$ cat src/hdl/att_pkg.sv
// Shared constants, codes and controller/datapath interface types for the
// allocation tracking table. No dependencies.
`default_nettype none

package att_pkg;

  // Parameter defaults
  localparam int TABLE_DEPTH_DEF  = 64;
  localparam int COUNTER_BITS_DEF = 48;
  localparam int SIZE_BITS_DEF    = 32;

  // Fixed field widths
  localparam int CMD_W      = 2;
  localparam int ADDR_W     = 64;
  localparam int BYTE_W     = 32;
  localparam int STATUS_W   = 2;
  localparam int CNT_OUT_W  = 48;
  localparam int LIVE_CNT_W = 32;

  localparam int IN_BITS     = CMD_W + 2 * ADDR_W + BYTE_W;
  localparam int IN_TDATA_W  = ((IN_BITS + 7) / 8) * 8;
  localparam int OUT_BITS    = STATUS_W + 4 * CNT_OUT_W + LIVE_CNT_W;
  localparam int OUT_TDATA_W = ((OUT_BITS + 7) / 8) * 8;

  // Command codes
  localparam logic [CMD_W-1:0] CMD_ALLOC   = 2'd0;
  localparam logic [CMD_W-1:0] CMD_REALLOC = 2'd1;
  localparam logic [CMD_W-1:0] CMD_FREE    = 2'd2;

  // Status codes
  localparam logic [STATUS_W-1:0] ST_APPLIED  = 2'd0;
  localparam logic [STATUS_W-1:0] ST_IGNORED  = 2'd1;
  localparam logic [STATUS_W-1:0] ST_REJECTED = 2'd2;

  typedef struct packed {
    logic load;
    logic match;
    logic encode;
    logic decide;
    logic free_op;
    logic alloc_op;
    logic finish;
  } att_cmd_t;

  typedef struct packed {
    logic out_busy;
  } att_status_t;

endpackage

`default_nettype wire

$ cat src/hdl/att_ctrl.sv
// Sequencer for the allocation tracking table: steps each item through
// match, encode, decide, free, allocate and result. Uses att_pkg.
`default_nettype none

module att_ctrl (
  input  wire logic                 clk,
  input  wire logic                 rst,
  input  wire logic                 in_valid,
  output logic                      in_ready,
  input  wire att_pkg::att_status_t dp_status,
  output att_pkg::att_cmd_t         dp_cmd
);

  typedef enum logic [6:0] {
    S_IDLE   = 7'b0000001,
    S_MATCH  = 7'b0000010,
    S_ENCODE = 7'b0000100,
    S_DECIDE = 7'b0001000,
    S_FREE   = 7'b0010000,
    S_ALLOC  = 7'b0100000,
    S_DONE   = 7'b1000000
  } state_t;

  state_t state, state_next;

  always_ff @(posedge clk) begin
    if (rst) begin
      state <= S_IDLE;
    end else begin
      state <= state_next;
    end
  end

  always_comb begin
    state_next = state;
    dp_cmd     = '0;
    in_ready   = 1'b0;
    case (state)
      S_IDLE: begin
        in_ready = 1'b1;
        if (in_valid) begin
          dp_cmd.load = 1'b1;
          state_next  = S_MATCH;
        end
      end
      S_MATCH: begin
        dp_cmd.match = 1'b1;
        state_next   = S_ENCODE;
      end
      S_ENCODE: begin
        dp_cmd.encode = 1'b1;
        state_next    = S_DECIDE;
      end
      S_DECIDE: begin
        dp_cmd.decide = 1'b1;
        state_next    = S_FREE;
      end
      S_FREE: begin
        dp_cmd.free_op = 1'b1;
        state_next     = S_ALLOC;
      end
      S_ALLOC: begin
        dp_cmd.alloc_op = 1'b1;
        state_next      = S_DONE;
      end
      S_DONE: begin
        // hold until the result register is free
        if (!dp_status.out_busy) begin
          dp_cmd.finish = 1'b1;
          state_next    = S_IDLE;
        end
      end
      default: begin
        state_next = S_IDLE;
      end
    endcase
  end

endmodule

`default_nettype wire

$ cat config.mk
export PLATFORM = sky130hd
export DESIGN_NAME = att_ctrl
export DESIGN_NICKNAME = d
export VERILOG_FILES = /design/src/hdl/att_pkg.sv /design/src/hdl/att_ctrl.sv
export SDC_FILE = /design/constraint.sdc
export NUM_CORES = 1
export LEC_CHECK = 0
export BUFFER_PORTS_ARGS = -buffer_cell sky130_fd_sc_hd__buf_2
export CORE_AREA = 2 2 39 41
export CTS_CLUSTER_SIZE = 25
export DETAILED_ROUTE_END_ITERATION = 7
export DIE_AREA = 0 0 41 43
export PLACE_DENSITY = 0.48
export SLEW_MARGIN = 20
export SYNTH_ARGS = -nofsm -noshare
export SYNTH_HDL_FRONTEND = slang
export SYNTH_SLANG_ARGS = --single-unit
$ cat constraint.sdc
create_clock -name clk -period 2.54 [get_ports clk]
set_input_delay 0.127 -clock clk [delete_from_list [all_inputs] [get_ports clk]]
set_output_delay 0.127 -clock clk [all_outputs]
set_load 0.01 [all_outputs]
==> run summary <==
status: complete, no violations
WL final: 795 um
IO Count: 12
Mapped Cells: 46
Final period util: 0.597
DRT Pass-1 Iters: 4
DPL Wire Length: 629 um
final hold violations: 0
detailed-route vias per instance: 4.86
Setup Fix Bufs, Post-CTS: 0
Die Width: 41 um
Die ar.: 0.00176 mm2
synthesized area per cell: 7.92 um2
internal power: 193 uW
Min Clock Period, post-route: 1520 ps
PortBufs: 11
CTS tree: done
Detailed Route Iter0 Violations: 5
Yosys cell types: 24
core area: 0.00138 mm2
GR Util met3: 0.0471
placed instance area: 439 um2
Clk network pwr share: 0.393
RSZ-0062 raised after global routing: no
met1 usage in global routing: 0.145
HP Class: in2reg
Skew-Pair Late Insertion Delay: 250 ps
hold_buf cts: 0
most frequent cells in the layout: buf_2 (11), nor2_1 (8), dfxtp_1 (7), nor3_1 (6), clkbuf_4 (3)
CTS Buffer Depth: 2
Seq/Total Area, Yosys: 0.385
Final Power: 258 uW
Worst EP arrival: 1390 ps
Gates resized, CTS repair: 0
leak pwr: 0.228 nW
Net Sw Frac: 0.254
clock-pin slew on the worst setup and hold paths: 50 ps
crit path kind: reg2out
CP delay by family, top: simple AND/OR/NAND/NOR gates
Syn Nets: 50
Antenna Nets Post-Route: 0
fraction of layout cells with a size suffix above 1: 0.262
Flop pwr share: 0.459
largest net degree at the start of global routing: 8
Power Density: 555 mW/mm2
Post-Syn Area: 364 um2
Antenna diodes: 0
max incr delay on CP: 340 ps
DR vias: 374
YS warnings: 0
slew at the pin with the worst max-slew slack: 284 ps
Fill cells: 150
initial core utilization: 0.263
post-route cell area: 465 um2
row cnt: 14
die boundary height: 43 um
Layout Nets: 66
worst vdd rail ir drop: 159 uV
gr busiest metal: met1
Regs by FF count: state (7)
TritonCTS Buffers: 3
crit start category: register
CP bufs+invs: 1
vias in the first global route: 304
max-cap violation count: 0
Highest Clock Rate: 660 MHz
Setup Skew: 2.77 ps
P&R area growth vs syn: 27.8%
Top reg by flops: state
GRT Overall Usage: 0.107
Slew Limit Fails: 0
P_sw: 65.6 uW
Crit Path Max Fanout: 6
slew margin rel.: 0.809
CP endpoint kind: primary output
Slowest cell on crit path: dfxtp_1
initial antenna violation count: 0
first-pass GRT wire length: 1240 um
drt drc: 0
leading cell type in the layout, fill and taps excluded: buf_2
R2R setup slack: 1350 ps
CTS Sinks: 7
Final setup viols: 0
post-synthesis register bit count: 7
routability cong.: 0.791
max reg flops: 7
CP Cell Sequence: nor3_1 > and3_2 > and2_1 > buf_2
CP required: 2410 ps
combinational power share: 0.148
Setup TNS: 0 ps
grt met2 use: 0.128
gr ovfl total: 0
Avg WL per Cell: 10.3 um
CTS root buffer: clkbuf_4
H-Tree Level Count: 1
-- cell type report --
type	instances	area, um2	share of cell area
clock buffer	4	26.3	0.0565
tap	16	20.0	0.0430
multi-input combinational	37	216	0.465
inverter	2	7.51	0.0161
sequential	7	140	0.301
timing repair buffer	11	55.1	0.118
-- power by group through the flow --
stage                     combinational [mW]  clock [mW]  sequential, mW
after floorplan                       0.0266           0           0.120
after global placement                0.0389           0           0.121
after detailed placement              0.0383           0           0.121
after CTS                             0.0386       0.104           0.119
after global routing                  0.0422       0.113           0.119
final                                 0.0381       0.102           0.119
-- metrics by stage --
stage          std cells  hold WS (ps)  worst slack, ps   util
4_1_cts               77           100             1020  0.336
2_1_floorplan         46           199             1360      -
5_1_grt               77           100              919  0.336
3_5_place_dp          73           366             1300  0.317
3_3_place_gp          73           368             1280  0.317
6_report              77           103             1020  0.336
-- routing by layer --
layer,vias up,wire length (um)
met3,2,58
met2,10,352
met4,0,8
li1,194,-
met5,-,0
met1,168,375
-- Yosys cell counts (all sizes together) --
cell,n,area share
o21a,1,0.021
nand2b,1,0.017
xnor2,1,0.024
inv,2,0.021
o31ai,1,0.021
nand2,2,0.021
and4b,1,0.027
and2,1,0.017
nor2b,1,0.017
and3,2,0.038
a31oi,1,0.017
nand3b,2,0.041
a21oi,1,0.014
dfxtp,7,0.38
or3,2,0.034
nor4b,1,0.024
or2b,1,0.021
o22ai,1,0.017
nor3,6,0.082
nor2,8,0.082
nand3,1,0.014
a31o,1,0.024
and2b,1,0.021
-- cells by family after synthesis --
logic type                share of synthesized area
AOI/OAI and AO/OA                             0.113
and+or+nand+nor                               0.457
DFF                                           0.385
xor gates and xnor gates                     0.0241
buffers and inverters                        0.0206
-- path summary, 6_finish.rpt --
check,startpoint,to,cells past startpoint
max,state[1],dp_cmd[6],4
max reg2reg,state[0],state[0],4
min reg2reg,state[3],state[4],2
min,rst,state[5],2
(Power assumes the default switching activity.)
